**config.mk**
```make
export PLATFORM = sky130hd
export DESIGN_NAME = char_lcd_nibble_command_engine_unit
export DESIGN_NICKNAME = d
export VERILOG_FILES = /design/src/clne_pkg.sv /design/src/char_lcd_nibble_command_engine_unit.sv /design/src/clne_front.sv /design/src/clne_queue.sv /design/src/clne_back.sv
export SDC_FILE = /design/constraint.sdc
export NUM_CORES = 1
export LEC_CHECK = 0
export BUFFER_PORTS_ARGS = -buffer_cell sky130_fd_sc_hd__buf_2
export CORE_MARGIN = 8
export CORE_UTILIZATION = 36
export CTS_BUF_LIST = sky130_fd_sc_hd__clkbuf_4 sky130_fd_sc_hd__clkbuf_8
export CTS_CLUSTER_DIAMETER = 150
export DETAILED_ROUTE_END_ITERATION = 16
export GPL_ROUTABILITY_DRIVEN = 0
export PLACE_DENSITY_LB_ADDON = 0.3
export RECOVER_POWER = 25
export SLEW_MARGIN = 20
export SYNTH_ARGS = -nofsm -noshare
export SYNTH_HDL_FRONTEND = slang
export SYNTH_SLANG_ARGS = --single-unit
```
**constraint.sdc**
```tcl
create_clock -name clk -period 15.1 [get_ports clk]
set_clock_uncertainty 0.1 [all_clocks]
set_input_delay 3.02 -clock clk [delete_from_list [all_inputs] [get_ports clk]]
set_output_delay 3.02 -clock clk [all_outputs]
set_load 0.005 [all_outputs]
```
**src/clne_pkg.sv**
```systemverilog
// ----------------------------------------------------------------------------
// clne_pkg
// Shared types, constants and tables for the 4-bit character LCD engine.
// ----------------------------------------------------------------------------
`default_nettype none

package clne_pkg;

  // Request opcodes (s_tuser)
  localparam logic [2:0] OP_INIT   = 3'd0;
  localparam logic [2:0] OP_CMD    = 3'd1;
  localparam logic [2:0] OP_DATA   = 3'd2;
  localparam logic [2:0] OP_NUMBER = 3'd3;
  localparam logic [2:0] OP_CURSOR = 3'd4;
  localparam logic [2:0] OP_SHIFT  = 3'd5;

  // Sizing
  localparam int MAX_DIGITS  = 10;
  localparam int MAX_SHIFTS  = 31;
  localparam int CNT_W       = 5;
  localparam int DIG_IDX_W   = (MAX_DIGITS > 1) ? $clog2(MAX_DIGITS) : 1;
  localparam int Q_DEPTH     = 2;
  localparam int QPTR_W      = (Q_DEPTH > 1) ? $clog2(Q_DEPTH) : 1;
  localparam int QCNT_W      = $clog2(Q_DEPTH + 1);
  localparam int IN_DATA_W   = 56;
  localparam int OUT_DATA_W  = 8;

  // Display commands
  localparam logic [7:0] CMD_FUNCTION_SET = 8'h28;
  localparam logic [7:0] CMD_DISPLAY_ON   = 8'h0F;
  localparam logic [7:0] CMD_CLEAR        = 8'h01;
  localparam logic [7:0] CMD_ENTRY_MODE   = 8'h06;
  localparam logic [7:0] CMD_SET_DDRAM    = 8'h80;
  localparam logic [7:0] CMD_SHIFT_RIGHT  = 8'h1C;
  localparam logic [7:0] CMD_SHIFT_LEFT   = 8'h18;
  localparam logic [3:0] INIT_NIBBLE      = 4'h2;
  localparam logic [7:0] ASCII_ZERO       = 8'h30;

  // floor(v / 10) == (v * DIV10_RECIP) >> DIV10_SHIFT for any 32-bit v
  localparam logic [31:0] DIV10_RECIP = 32'hCCCC_CCCD;
  localparam int          DIV10_SHIFT = 35;

  typedef enum logic [1:0] {
    K_INIT,
    K_BYTE,
    K_NUM
  } clne_kind_t;

  // One classified request in the queue
  typedef struct packed {
    clne_kind_t        kind;
    logic              rs;
    logic [7:0]        byte_val;
    logic [31:0]       num;
    logic [CNT_W-1:0]  cnt;      // bytes left after the first one
  } clne_entry_t;

  typedef struct packed {
    logic full;
    logic empty;
  } clne_qstat_t;

  typedef enum logic [2:0] {
    S_IDLE,
    S_MUL,
    S_DIV,
    S_LONE,
    S_HI,
    S_LO
  } clne_state_t;

  // Row base addresses
  function automatic logic [7:0] row_base(input logic [1:0] row);
    logic [7:0] b;
    case (row)
      2'd0:    b = 8'h00;
      2'd1:    b = 8'h40;
      2'd2:    b = 8'h14;
      2'd3:    b = 8'h54;
      default: b = 8'h00;
    endcase
    return b;
  endfunction

  // Init command bytes, indexed by how many are still left after this one
  function automatic logic [7:0] init_seq(input logic [1:0] left);
    logic [7:0] b;
    case (left)
      2'd3:    b = CMD_FUNCTION_SET;
      2'd2:    b = CMD_DISPLAY_ON;
      2'd1:    b = CMD_CLEAR;
      2'd0:    b = CMD_ENTRY_MODE;
      default: b = CMD_ENTRY_MODE;
    endcase
    return b;
  endfunction

endpackage

`default_nettype wire

```
**src/char_lcd_nibble_command_engine_unit.sv**
```systemverilog
// ----------------------------------------------------------------------------
// char_lcd_nibble_command_engine_unit
// 4-bit character LCD command engine: requests in, nibble transfers out.
// ----------------------------------------------------------------------------
// Channel   Dir  Payload
// s_*       in   tuser: op; tdata: byte, number, row, column, dir, count
// m_*       out  tuser: register select; tdata: nibble; tlast: last nibble
//
// The sequencer takes a request from the queue, then sends its nibbles as m_*
// accepts them. Number requests first go through the divide-by-ten unit, one
// multiply and one quotient/remainder step per decimal digit, before output.
// Rows above three, zero shift counts and unused opcodes give no transfer.
// A two-entry queue lets new requests in while the back part is busy or m_*
// is stalled. Reset is synchronous and clears the queue and the sequencer.
// ----------------------------------------------------------------------------
`default_nettype none

module char_lcd_nibble_command_engine_unit
  import clne_pkg::*;
(
  input  wire logic                  clk,
  input  wire logic                  rst,
  input  wire logic                  s_tvalid,
  output logic                       s_tready,
  // [7:0] byte_value, [39:8] number_value, [42:40] row_index,
  // [47:43] column_index, [48] shift_left, [53:49] shift_count
  input  wire logic [IN_DATA_W-1:0]  s_tdata,
  // [2:0] op
  input  wire logic [2:0]            s_tuser,
  output logic                       m_tvalid,
  input  wire logic                  m_tready,
  // [3:0] nibble
  output logic [OUT_DATA_W-1:0]      m_tdata,
  // [0] register_select
  output logic                       m_tuser,
  output logic                       m_tlast
);

  logic        push;
  clne_entry_t push_entry;
  logic        pop;
  clne_entry_t head;
  clne_qstat_t qstat;

  clne_front u_front (
    .clk        (clk),
    .rst        (rst),
    .s_tvalid   (s_tvalid),
    .s_tready   (s_tready),
    .s_tdata    (s_tdata),
    .s_tuser    (s_tuser),
    .qstat      (qstat),
    .push       (push),
    .push_entry (push_entry)
  );

  clne_queue u_queue (
    .clk        (clk),
    .rst        (rst),
    .push       (push),
    .push_entry (push_entry),
    .pop        (pop),
    .head       (head),
    .qstat      (qstat)
  );

  clne_back u_back (
    .clk      (clk),
    .rst      (rst),
    .head     (head),
    .qstat    (qstat),
    .pop      (pop),
    .m_tvalid (m_tvalid),
    .m_tready (m_tready),
    .m_tdata  (m_tdata),
    .m_tuser  (m_tuser),
    .m_tlast  (m_tlast)
  );

endmodule

`default_nettype wire

```
**src/clne_front.sv**
```systemverilog
// ----------------------------------------------------------------------------
// clne_front
// Accepts requests, classifies them and pushes work records into the queue.
// Requests that give no transfer are accepted and dropped here.
// ----------------------------------------------------------------------------
`default_nettype none

module clne_front
  import clne_pkg::*;
(
  input  wire logic                 clk,
  input  wire logic                 rst,
  input  wire logic                 s_tvalid,
  output logic                      s_tready,
  input  wire logic [IN_DATA_W-1:0] s_tdata,
  input  wire logic [2:0]           s_tuser,
  input  wire clne_qstat_t          qstat,
  output logic                      push,
  output clne_entry_t               push_entry
);

  logic [7:0]       byte_value;
  logic [31:0]      number_value;
  logic [2:0]       row_index;
  logic [4:0]       column_index;
  logic             shift_left;
  logic [4:0]       shift_count;
  logic [CNT_W-1:0] shift_sat;
  logic             keep;

  // Unpack request fields
  assign byte_value   = s_tdata[7:0];
  assign number_value = s_tdata[39:8];
  assign row_index    = s_tdata[42:40];
  assign column_index = s_tdata[47:43];
  assign shift_left   = s_tdata[48];
  assign shift_count  = s_tdata[53:49];

  assign s_tready = !qstat.full;

  // Clamp the repeat count
  always_comb begin
    if (32'(shift_count) > MAX_SHIFTS) begin
      shift_sat = CNT_W'(MAX_SHIFTS);
    end else begin
      shift_sat = CNT_W'(shift_count);
    end
  end

  // Classify
  always_comb begin
    keep                = 1'b0;
    push_entry.kind     = K_BYTE;
    push_entry.rs       = 1'b0;
    push_entry.byte_val = byte_value;
    push_entry.num      = number_value;
    push_entry.cnt      = '0;
    case (s_tuser)
      OP_INIT: begin
        keep            = 1'b1;
        push_entry.kind = K_INIT;
        push_entry.cnt  = CNT_W'(3);
      end
      OP_CMD: begin
        keep = 1'b1;
      end
      OP_DATA: begin
        keep          = 1'b1;
        push_entry.rs = 1'b1;
      end
      OP_NUMBER: begin
        keep            = 1'b1;
        push_entry.kind = K_NUM;
        push_entry.rs   = 1'b1;
      end
      OP_CURSOR: begin
        keep                = !row_index[2];
        push_entry.byte_val = CMD_SET_DDRAM + row_base(row_index[1:0])
                              + {3'b000, column_index};
      end
      OP_SHIFT: begin
        keep                = (shift_sat != '0);
        push_entry.byte_val = shift_left ? CMD_SHIFT_LEFT : CMD_SHIFT_RIGHT;
        push_entry.cnt      = shift_sat - CNT_W'(1);
      end
      default: begin
        keep = 1'b0;
      end
    endcase
  end

  assign push = s_tvalid && s_tready && keep;

  // Never push into a full queue
  a_no_push_full: assert property (@(posedge clk) disable iff (rst)
    push |-> !qstat.full)
    else $error("push while queue full");

  // Cursor requests on rows above three never reach the queue
  a_row_drop: assert property (@(posedge clk) disable iff (rst)
    (s_tvalid && s_tuser == OP_CURSOR && row_index[2]) |-> !push)
    else $error("cursor request on invalid row pushed");

  // Shift requests push with the clamped count minus one
  a_shift_cnt: assert property (@(posedge clk) disable iff (rst)
    (push && s_tuser == OP_SHIFT) |-> (push_entry.cnt == shift_sat - CNT_W'(1)))
    else $error("shift repeat count wrong");

endmodule

`default_nettype wire

```
**src/clne_queue.sv**
```systemverilog
// ----------------------------------------------------------------------------
// clne_queue
// Short FIFO of classified requests between the front and back parts.
// ----------------------------------------------------------------------------
`default_nettype none

module clne_queue
  import clne_pkg::*;
(
  input  wire logic        clk,
  input  wire logic        rst,
  input  wire logic        push,
  input  wire clne_entry_t push_entry,
  input  wire logic        pop,
  output clne_entry_t      head,
  output clne_qstat_t      qstat
);

  clne_entry_t        entries [Q_DEPTH];
  logic [QPTR_W-1:0]  wr_ptr;
  logic [QPTR_W-1:0]  rd_ptr;
  logic [QCNT_W-1:0]  count;
  logic               do_pop;

  assign qstat.full  = (count == QCNT_W'(Q_DEPTH));
  assign qstat.empty = (count == '0);
  assign do_pop      = pop && !qstat.empty;
  assign head        = entries[rd_ptr];

  // Storage
  always_ff @(posedge clk) begin
    if (push && !qstat.full) begin
      entries[wr_ptr] <= push_entry;
    end
  end

  // Pointers and fill count
  always_ff @(posedge clk) begin
    if (rst) begin
      wr_ptr <= '0;
      rd_ptr <= '0;
      count  <= '0;
    end else begin
      if (push && !qstat.full) begin
        wr_ptr <= (wr_ptr == QPTR_W'(Q_DEPTH - 1)) ? '0 : wr_ptr + QPTR_W'(1);
      end
      if (do_pop) begin
        rd_ptr <= (rd_ptr == QPTR_W'(Q_DEPTH - 1)) ? '0 : rd_ptr + QPTR_W'(1);
      end
      case ({push && !qstat.full, do_pop})
        2'b10:   count <= count + QCNT_W'(1);
        2'b01:   count <= count - QCNT_W'(1);
        default: count <= count;
      endcase
    end
  end

  // Fill count stays within depth
  a_count_range: assert property (@(posedge clk) disable iff (rst)
    count <= QCNT_W'(Q_DEPTH))
    else $error("queue count out of range");

  // Pop on empty queue is a back-end slip
  a_no_pop_empty: assert property (@(posedge clk) disable iff (rst)
    pop |-> !qstat.empty)
    else $error("pop from empty queue");

  // A lone push raises the count by one
  a_count_up: assert property (@(posedge clk) disable iff (rst)
    (push && !qstat.full && !do_pop) |=> count == $past(count) + QCNT_W'(1))
    else $error("count did not follow push");

endmodule

`default_nettype wire

```
**src/clne_back.sv**
```systemverilog
// ----------------------------------------------------------------------------
// clne_back
// Sequencer that turns queued work records into nibble transfers, with a
// divide-by-ten unit for decimal conversion and a registered output stage.
// ----------------------------------------------------------------------------
`default_nettype none

module clne_back
  import clne_pkg::*;
(
  input  wire logic                  clk,
  input  wire logic                  rst,
  input  wire clne_entry_t           head,
  input  wire clne_qstat_t           qstat,
  output logic                       pop,
  output logic                       m_tvalid,
  input  wire logic                  m_tready,
  output logic [OUT_DATA_W-1:0]      m_tdata,
  output logic                       m_tuser,
  output logic                       m_tlast
);

  clne_state_t          state, state_next;
  clne_kind_t           kind, kind_next;
  logic                 rs, rs_next;
  logic [7:0]           byte_r, byte_r_next;
  logic [31:0]          num, num_next;
  logic [CNT_W-1:0]     cnt, cnt_next;
  logic [DIG_IDX_W-1:0] dn, dn_next;
  logic [63:0]          prod, prod_next;
  logic [3:0]           digits [MAX_DIGITS];
  logic                 dig_we;
  logic [3:0]           dig_wdata;

  logic                 out_free;
  logic                 load;
  logic [3:0]           nib_next;
  logic                 last_next;
  logic [3:0]           nibble;
  logic [7:0]           cur_byte;
  logic [31:0]          quot;
  logic [31:0]          rem_full;

  assign out_free = !m_tvalid || m_tready;

  // Divide by ten from the registered product
  assign quot     = {3'b000, prod[63:DIV10_SHIFT]};
  assign rem_full = num - ((quot << 3) + (quot << 1));

  // Byte now being sent
  always_comb begin
    case (kind)
      K_INIT:  cur_byte = init_seq(cnt[1:0]);
      K_NUM:   cur_byte = ASCII_ZERO | {4'h0, digits[cnt[DIG_IDX_W-1:0]]};
      default: cur_byte = byte_r;
    endcase
  end

  // Next state and outputs
  always_comb begin
    state_next  = state;
    kind_next   = kind;
    rs_next     = rs;
    byte_r_next = byte_r;
    num_next    = num;
    cnt_next    = cnt;
    dn_next     = dn;
    prod_next   = prod;
    pop         = 1'b0;
    load        = 1'b0;
    nib_next    = cur_byte[7:4];
    last_next   = 1'b0;
    dig_we      = 1'b0;
    dig_wdata   = rem_full[3:0];
    case (state)
      S_IDLE: begin
        if (!qstat.empty) begin
          pop         = 1'b1;
          kind_next   = head.kind;
          rs_next     = head.rs;
          byte_r_next = head.byte_val;
          num_next    = head.num;
          cnt_next    = head.cnt;
          dn_next     = '0;
          case (head.kind)
            K_INIT:  state_next = S_LONE;
            K_NUM:   state_next = S_MUL;
            default: state_next = S_HI;
          endcase
        end
      end
      S_MUL: begin
        prod_next  = 64'(num) * 64'(DIV10_RECIP);
        state_next = S_DIV;
      end
      S_DIV: begin
        dig_we   = 1'b1;
        num_next = quot;
        if (quot == '0 || dn == DIG_IDX_W'(MAX_DIGITS - 1)) begin
          cnt_next   = CNT_W'(dn);
          state_next = S_HI;
        end else begin
          dn_next    = dn + DIG_IDX_W'(1);
          state_next = S_MUL;
        end
      end
      S_LONE: begin
        if (out_free) begin
          load       = 1'b1;
          nib_next   = INIT_NIBBLE;
          state_next = S_HI;
        end
      end
      S_HI: begin
        if (out_free) begin
          load       = 1'b1;
          nib_next   = cur_byte[7:4];
          state_next = S_LO;
        end
      end
      S_LO: begin
        if (out_free) begin
          load      = 1'b1;
          nib_next  = cur_byte[3:0];
          last_next = (cnt == '0);
          if (cnt == '0) begin
            state_next = S_IDLE;
          end else begin
            cnt_next   = cnt - CNT_W'(1);
            state_next = S_HI;
          end
        end
      end
      default: begin
        state_next = S_IDLE;
      end
    endcase
  end

  // State register
  always_ff @(posedge clk) begin
    if (rst) begin
      state <= S_IDLE;
    end else begin
      state <= state_next;
    end
  end

  // Work registers
  always_ff @(posedge clk) begin
    kind   <= kind_next;
    rs     <= rs_next;
    byte_r <= byte_r_next;
    num    <= num_next;
    cnt    <= cnt_next;
    dn     <= dn_next;
    prod   <= prod_next;
  end

  // Digit store, least significant digit at index zero
  always_ff @(posedge clk) begin
    if (dig_we) begin
      digits[dn] <= dig_wdata;
    end
  end

  // Output register
  always_ff @(posedge clk) begin
    if (rst) begin
      m_tvalid <= 1'b0;
    end else if (load) begin
      m_tvalid <= 1'b1;
    end else if (m_tready) begin
      m_tvalid <= 1'b0;
    end
  end

  always_ff @(posedge clk) begin
    if (load) begin
      nibble  <= nib_next;
      m_tuser <= (state == S_LONE) ? 1'b0 : rs;
      m_tlast <= last_next;
    end
  end

  assign m_tdata = {(OUT_DATA_W - 4)'(0), nibble};

  // Divide step always follows a multiply step
  a_div_after_mul: assert property (@(posedge clk) disable iff (rst)
    state == S_DIV |-> $past(state) == S_MUL)
    else $error("divide step without product");

  // Digit index stays inside the digit store
  a_dn_range: assert property (@(posedge clk) disable iff (rst)
    (state == S_MUL || state == S_DIV) |-> dn <= DIG_IDX_W'(MAX_DIGITS - 1))
    else $error("digit index out of range");

  // A last nibble ends the request and returns the sequencer to idle
  a_last_idle: assert property (@(posedge clk) disable iff (rst)
    (load && last_next) |=> state == S_IDLE)
    else $error("last nibble without end of request");

  // Never load over a result that is still waiting
  a_no_overwrite: assert property (@(posedge clk) disable iff (rst)
    load |-> (!m_tvalid || m_tready))
    else $error("output overwritten");

endmodule

`default_nettype wire

```
[Yosys cells after proc, flatten, opt, wreduce, memory -nomap -nowiden]
Memories as Yosys holds them, arrays and structs flattened. A register that Yosys moved wholly into a read port is not among the register bits.
Index checks and enable logic that the tools add are counted.
Widths: inputs -> output; s select.
Operators by class
  reductions and logical operators: 33
  muxes and demuxes: 48
  eq/ne operators: 29
  bitwise gates (word level): 1
  $add $sub $neg: 11
  $mul: 1
Operator list (number)
  $mul 32x32->64 const B: 1
  $pmux 32 s2: 1
  $pmux 8 s4: 2
  $logic_not 32->1: 1
  $mux 32: 1
  $pmux 8 s2: 2
  $mux 3: 7
  $mux 4: 5
  $mux 5: 4
  $pmux 3 s6: 1
  $eq 2x2->1 const B: 8
  $mux 1: 16
  $pmux 4 s2: 2
  $pmux 5 s3: 1
  $eq 3x2->1 const B: 4
  $eq 3x3->1 const B: 4
  $logic_not 2->1: 5
  $pmux 5 s2: 1
  $sub 5x1->5 const B: 2
  $add 8x5->8: 1
  $add 8x8->8 const A: 1
  $mux 8: 1
  $ne 2x1->1 const B: 4
  $pmux 2 s2: 2
  other kinds (28): 46
Word-level totals
  flip-flop bits (word level): 130
  output and inout port bits: 12
  bits of input ports: 63
  memories: 2
  RAM bits: 136
Memory list
  u_queue.entries: depth 2, bits a word 48, read ports 1, clocked after Yosys merged registers in 1, wr ports 1, line clne_queue.sv:19  | clne_entry_t entries [Q_DEPTH];
  u_back.digits: depth 10, bits a word 4, read ports 1, clocked after Yosys merged registers in 1, wr ports 1, line clne_back.sv:31  | logic [3:0] digits [MAX_DIGITS];

[Depth between registers and ports, before layout]
Gate-level depths: netlist of the first run.
  depth in word-level cells: 7
  mapped depth: 24
  depth with buffers taken out: 24

[Modules after synthesis]
A second synthesis of the first run with hierarchy kept.
Unflattened totals
  cells, all modules: 2321
  area, all modules: 26402.8 µm²
By module, submodules not included
  clne_back: instances 1, area an instance 22089.9 µm², cells each 2053
  clne_queue: instances 1, area an instance 3677.3 µm², cells each 175
  clne_front: instances 1, area an instance 635.6 µm², cells each 93

[Least setup slack after synthesis of the first run]
OpenSTA, ideal clock, no wires.
  path type: register -> register
  start: register u_back.num[18]
  end: register u_back.prod[62] (data pin)
  period minus slack after synthesis: 6894 ps
  library setup time: 260 ps
  slack: 8206 ps
  arrival: 6534 ps
  path buffers: 0
  cell stages (with the launch flop): 25
  path through: edfxtp_1 -> ha_1 -> inv_1 -> fa_1 -> inv_1 -> fa_1 -> inv_1 -> fa_1 -> inv_1 -> fa_1 -> fa_1 -> fa_1 -> inv_1 -> fa_1 -> inv_1 -> ha_1 -> a21oi_2 -> o211ai_1 -> a221oi_2 -> nand3_1 -> o211ai_2 -> a31oi_4 -> o41ai_2 -> o21bai_2 -> xor2_1
Between the ends
  cells in the longest elaborated chain, start to end: 1
RTL lines
  from (decl): line clne_back.sv:27  | logic [31:0] num, num_next;
  from (signal assigned): line clne_back.sv:154  | num <= num_next;
  $mul 32x32->64: line clne_back.sv:93  | prod_next = 64'(num) * 64'(DIV10_RECIP);
  to (signal assigned): line clne_back.sv:157  | prod <= prod_next;
  to (decl): line clne_back.sv:30  | logic [63:0] prod, prod_next;
No other way between the ends.
A chain may end at the register's enable or synchronous reset.

[Final worst setup path of the first run]
  start: register u_back.num[2]
  end: register u_back.prod[63] (data pin)
The elaborated chain is that of the path after synthesis.

==> impl_metrics.yaml, run 1 <==
outcome:
  status: "finished with violations"
  violations: "max-capacitance violations, max-slew violations"
clocking:
  insertion_delay_ns: 0.54
  cts.reportedPaths.clkPinSlew_ns: 0.07
  postCtsSetupBuffers: 0
  hold_buffers: 0
  cts_root_buf: "clkbuf_8"
  clockBufferDepth: 3
  tritoncts: "yes"
  htree_levels: 2
  cts_sinks: 236
  cts_buffers: 34
  cts_resized: 0
grt:
  antenna_found_initial: 0
  grt_pass1_wl_um: 105000
  overflow: 0
  grt_pass1_vias: 18400
  grt_max_degree: 67
  track_usage_pct: 16.5
worst_setup_path:
  crit_path_top_delay_cell: "edfxtp_1"
  max_stage_delay_ns: 0.67
  cp.required_ns: 15.33
  cp_common_cell: "fa_1"
  start_kind: "flip-flop"
  cp-end-kind: "flip-flop"
  critPathTopFamily: "adder cells"
  crit_chain: "ha_1 -> xor2_1 -> xor2_1 -> fa_1 -> fa_1 -> fa_1 -> fa_1 -> fa_1 -> inv_1 -> fa_1 -> inv_1 -> ha_1 -> a21oi_2 -> o211ai_1 -> a221oi_2 -> nand3_1 -> o211ai_2 -> a31oi_4 -> o41ai_2 -> nor2_1 -> a211oi_1"
  crit_fanout: 8
  worstPathArrival_ns: 8.60
  path_buf_inv: 2
  path_class: "flip-flop to flip-flop"
routing:
  drc: 0
  drtIter0Drc: 1050
  routed_wl_um: 65500
  wire_per_inst_um: 19.7
  vias: 16400
  antenna_left: 0
  dr.pass1.iters: 5
  via_per_inst: 4.93
yosys:
  synth_edf_count: 223
  synthArstFlopShare_pct: 0
  syn_avg_cell_area_um2: 11.5
  yosys_warnings: 0
  syn_inst: 2280
  synthesis.area_um2: 26200
  synth_seq_cells: 236
  synth_ff_type: "edfxtp_1"
  synth_cell_type_count: 75
  ys_seq_area_share_pct: 26.6
finish:
  n_antenna_cell: 0
  multi_input_area_um2: 17000
  nNetsFinal: 3167
  syn_to_final_growth_pct: 8.05
  layout_common_cells: "inv_1, fa_1, ha_1"
  seqCellArea_um2: 6960
  final_layout_size_suffix_gt1_share_pct: 7.03
  num-fill-cells: 6974
  layout_commonest_cell: "inv_1"
sta:
  hold_violations: 0
  slew_headroom_pct: -121
  tightest_slew_ns: 3.32
  maxSlewViolCount: 113
  finalSetupViolations: 0
  post-route-period-util_pct: 55.5
  rsz0062_at_grt: "no"
  min_period_ns: 8.37
  max_freq_mhz: 119
  tns_ns: 0
hold_path:
  min_path_type: "flip-flop to flip-flop"
floorplan:
  rows: 99
  fp.coreArea_um2: 72500
  ios: 75
  start_util_pct: 36.1
  die_area_um2: 81600
  dieHeight_um: 286
  die_w_um: 286
run:
  cap_violations: 3
placed_design:
  hpwl_um: 56900
  io_buffer_count: 68
==> routing by layer <==
metal / vias up / part of all wire, % / track usage, %
met5: - / 0 / 0
met4: 0 / 4.4 / 6.64
met3: 144 / 5.1 / 2.19
met2: 484 / 48 / 27.7
met1: 8238 / 43 / 21.4
li1: 7558 / - / -
==> path summary, 6_finish.rpt <==
path	slack [ns]	startpoint	end	depth (start not counted)
min	0.42	u_queue.rd_ptr$_SDFFE_PP0P_	flip-flop	2
min reg2reg	0.42	u_queue.rd_ptr$_SDFFE_PP0P_	flip-flop	2
max	6.73	u_back.num[2]$_DFFE_PP_	u_back.prod[63]$_DFFE_PP_	21
max reg2reg	6.73	u_back.num[2]$_DFFE_PP_	u_back.prod[63]$_DFFE_PP_	21
==> cell type report <==
type | instances | area share, %
clock buffer | 40 | 1.86
clock inverter | 18 | 0.593
inverter | 551 | 7.32
multi-input combinational | 1456 | 60.1
sequential | 236 | 24.6
tap | 959 | 4.24
timing repair buffer | 74 | 1.31
==> cells in the mapped netlist (3+ instances only) <==
cell,count,area share (%)
nand2_1,91,1.3
nor3_1,17,0.33
buf_4,4,0.11
mux2i_1,43,1.6
clkbuf_1,25,0.36
nor4_1,8,0.19
or4_1,3,0.086
a221oi_1,4,0.13
a21o_1,33,0.95
and2_1,19,0.45
a211oi_1,10,0.29
a21oi_1,78,1.5
xnor2_1,44,1.5
buf_1,7,0.10
nor2b_1,8,0.19
o21bai_1,13,0.37
dfxtp_1,13,0.99
fa_1,387,30
xor2_1,48,1.6
nand3_1,13,0.25
o221ai_1,3,0.10
ha_1,364,17
mux2_2,15,0.65
a221o_1,3,0.11
and4_1,3,0.10
o211ai_1,4,0.11
o21a_1,6,0.17
o22ai_1,4,0.096
nor2_1,67,0.96
and3_1,9,0.22
o21ai_0,77,1.5
a31oi_1,3,0.072
inv_1,551,7.9
edfxtp_1,223,26
nand2b_1,10,0.24
mux4_2,8,0.69
nand4_1,14,0.33
o21bai_2,3,0.13
a22o_1,3,0.10
==> cells by family (layout without fill, tap and decap cells) <==
| kind of cell | after synthesis | after routing | synth area share, % |
|---|---|---|---|
| AO/OA/AOI/OAI | 271 | 271 | 6.74 |
| buffers and inverters | 591 | 683 | 8.63 |
| XOR/XNOR | 92 | 92 | 3.08 |
| adder cells (fa/ha/maj) | 751 | 751 | 47.0 |
| flip-flops | 236 | 236 | 26.6 |
| multiplexers | 66 | 66 | 2.98 |
| other | 1 | 4 | 0.0143 |
| AND/OR/NAND/NOR | 272 | 272 | 4.95 |
==> sequential cells by signal (all words and copies together), names as in the netlist, 4 cells and up, named ones only <==
register         flops
u_queue.entries     96
u_back.digits       40
u_back.num          32
u_back.prod         29
u_back.byte_r        8
u_back.cnt           5
u_back.dn            4
u_back.nibble        4
==> through the flow <==
step	instance area, µm²	setup slack (ns)	hold WS, ns	util, %	cells
finish	28300	6.73	0.423	39.0	3334
global route	28300	6.39	0.454	39.0	3334
CTS	28300	6.65	0.432	39.0	3334
detailed placement	27600	6.76	0.414	38.1	3276
global placement	27600	6.71	0.394	38.1	3276
floorplan	26200	8.21	0.381	-	2283
==> worst reg2reg max path, stage by stage, from the launching register on <==
cell,delay [ns]
edfxtp_1,0.67
ha_1,0.64
xor2_1,0.63
xor2_1,0.23
fa_1,0.47
fa_1,0.55
fa_1,0.47
fa_1,0.50
fa_1,0.51
inv_1,0.06
fa_1,0.48
inv_1,0.04
ha_1,0.38
a21oi_2,0.34
o211ai_1,0.20
a221oi_2,0.34
nand3_1,0.18
o211ai_2,0.38
a31oi_4,0.18
o41ai_2,0.46
nor2_1,0.10
a211oi_1,0.27
Power of run 1 is left out: the tool's default activity adds up to more than one toggle a clock period on the data nets, which glitch-free logic cannot reach.
==> run 2: changes to the inputs <==
==> constraint.sdc (replaced) <==
create_clock -name clk -period 8.05 [get_ports clk]
set_clock_uncertainty 0.1 [all_clocks]
set_input_delay 1.61 -clock clk [delete_from_list [all_inputs] [get_ports clk]]
set_output_delay 1.61 -clock clk [all_outputs]
set_load 0.005 [all_outputs]
==> run 2 against run 1 <==
  * The flow still finishes with violations (max-capacitance violations, max-slew violations)
  * Final cell count grew 1.8%
  * Sequential share of layout area shrank 0.43 points
  * Global-route usage increased by 0.20 points
  * Highest routed layer unchanged
==> impl_metrics.yaml, run 2 (synthesized netlist as in run 1, its figures left out) <==
routing:
  routed_wl_um: 66600
  wire_per_inst_um: 19.6
  met3_wirelength_um: 3720
  antenna_left: 0
  met2_length_um: 31500
  drtIter0Drc: 1025
  dr.pass1.iters: 5
  wirelength_met1_um: 28500
  vias: 16700
  top_layer: "met4"
  via_per_inst: 4.91
  drc: 0
floorplan:
  rows: 99
  fp.coreArea_um2: 72500
  die_w_um: 286
  die_area_um2: 81600
  dieHeight_um: 286
  start_util_pct: 36.1
  ios: 75
clocking:
  insertion_delay_ns: 0.60
  cts_buffers: 31
  htree_levels: 1
  cts.reportedPaths.clkPinSlew_ns: 0.07
  cts_sinks: 236
  cts_root_buf: "clkbuf_8"
  clockBufferDepth: 3
  tritoncts: "yes"
worst_setup_path:
  max_stage_delay_ns: 0.63
  path_class: "flip-flop to flip-flop"
  cp.required_ns: 8.28
  cp_common_cell: "fa_1"
  r2r-start: "u_back.num[9]$_DFFE_PP_"
  critPathTopFamily: "adder cells"
  cp-end-kind: "flip-flop"
  path_buf_inv: 2
  start_kind: "flip-flop"
  crit_fanout: 6
  r2r_end: "u_back.prod[52]$_DFFE_PP_"
  timing.critical_path.from: "u_back.num[9]$_DFFE_PP_"
  crit_path_top_delay_cell: "edfxtp_1"
  rrSetupSlack_ns: 0.35
  cp-endpoint: "u_back.prod[52]$_DFFE_PP_"
  worstPathArrival_ns: 7.93
  crit_chain: "ha_1 -> xor2_1 -> ha_1 -> a21o_1 -> fa_1 -> inv_1 -> fa_1 -> inv_1 -> fa_1 -> fa_1 -> fa_1 -> fa_1 -> ha_1 -> and4_1 -> and3_1 -> nand3_1 -> or4_1 -> o22ai_1 -> o21ba_2 -> a31oi_4 -> o21bai_2 -> xnor2_1"
  path_depth: 22
  reg2reg_depth: 22
run:
  cap_violations: 1
placed_design:
  placedCellCount: 3330
  hpwl_um: 57900
  io_buffer_count: 68
grt:
  grt_max_degree: 67
  overflow: 0
  grt_pass1_wl_um: 107000
  antenna_found_initial: 0
  track_usage_pct: 16.7
  grt_pass1_vias: 18600
finish:
  layout_commonest_cell: "inv_1"
  top_regs: "u_queue.entries (96), u_back.digits (40), u_back.num (32)"
  largest_register: "u_queue.entries"
  post-route-util_pct: 39.7
  largest_reg_flops: 96
  nNetsFinal: 3227
  n_antenna_cell: 0
  syn_to_final_growth_pct: 9.97
  stdcell_count: 3395
  layout_common_cells: "inv_1, fa_1, ha_1"
  final_layout_size_suffix_gt1_share_pct: 8.95
sta:
  tightest_slew_ns: 1.81
  min_period_ns: 7.70
  slew_headroom_pct: -20.7
  max_freq_mhz: 130
  hold_violations: 0
  finalSetupViolations: 0
  hold_slack_ns: 0.417
  maxSlewViolCount: 30
  post-route-period-util_pct: 95.7
outcome:
  violations: "max-capacitance violations, max-slew violations"
  status: "finished with violations"
hold_path:
  min_path_type: "flip-flop to flip-flop"
  hold_path_depth: 2
  hold_path_startpoint: "u_queue.rd_ptr$_SDFFE_PP0P_"
-- run 2: worst register-to-register path, stage by stage (launching register included) --
cell and delay, ns:
edfxtp_1 0.63, ha_1 0.43, xor2_1 0.15, ha_1 0.21, a21o_1 0.17, fa_1 0.55, inv_1 0.06, fa_1 0.51
inv_1 0.06, fa_1 0.55, fa_1 0.49, fa_1 0.58, fa_1 0.45, ha_1 0.36, and4_1 0.23, and3_1 0.19
nand3_1 0.12, or4_1 0.53, o22ai_1 0.31, o21ba_2 0.32, a31oi_4 0.18, o21bai_2 0.19, xnor2_1 0.08
-- run 2: per-layer routing --
layer / vias up / GRT usage (%)
met5: - / 0
met4: 0 / 6.19
met3: 138 / 2.35
met2: 503 / 27.9
met1: 8334 / 22.0
li1: 7683 / -
-- run 2: layout make-up --
type	count	area, µm²
clock buffers	39	505
clock inverters	17	211
fillers	7031	43700
inverters	551	2070
multi-input cells	1456	17000
flip-flops and latches	236	6960
well taps	959	1200
repair buffers	137	831
-- run 2: how the worst min path moves through the flow --
stage | to
finish | flip-flop
global route | flip-flop
CTS | flip-flop
detailed placement | flip-flop
global placement | flip-flop
floorplan | flip-flop
-- run 2: per-stage QoR --
| stage | TNS [ns] | setup WS, ns | instance area (µm²) |
|---|---|---|---|
| 2_1_floorplan | 0 | 1.16 | 26200 |
| 3_3_place_gp | 0 | 0.355 | 28000 |
| 3_5_place_dp | 0 | 0.382 | 28000 |
| 4_1_cts | 0 | 0.314 | 28700 |
| 5_1_grt | -0.0205 | -0.0205 | 28800 |
| 6_report | 0 | 0.348 | 28800 |
-- run 2: repair_timing --
| item | 4_1_cts | 5_1_grt |
|---|---|---|
| resized for setup | 0 | 4 |
| setup buffers | 0 | 9 |
| setup endpoints to repair | 0 | 3 |
| hold buffers | 0 | 0 |
Power of run 2 is left out for the same reason.
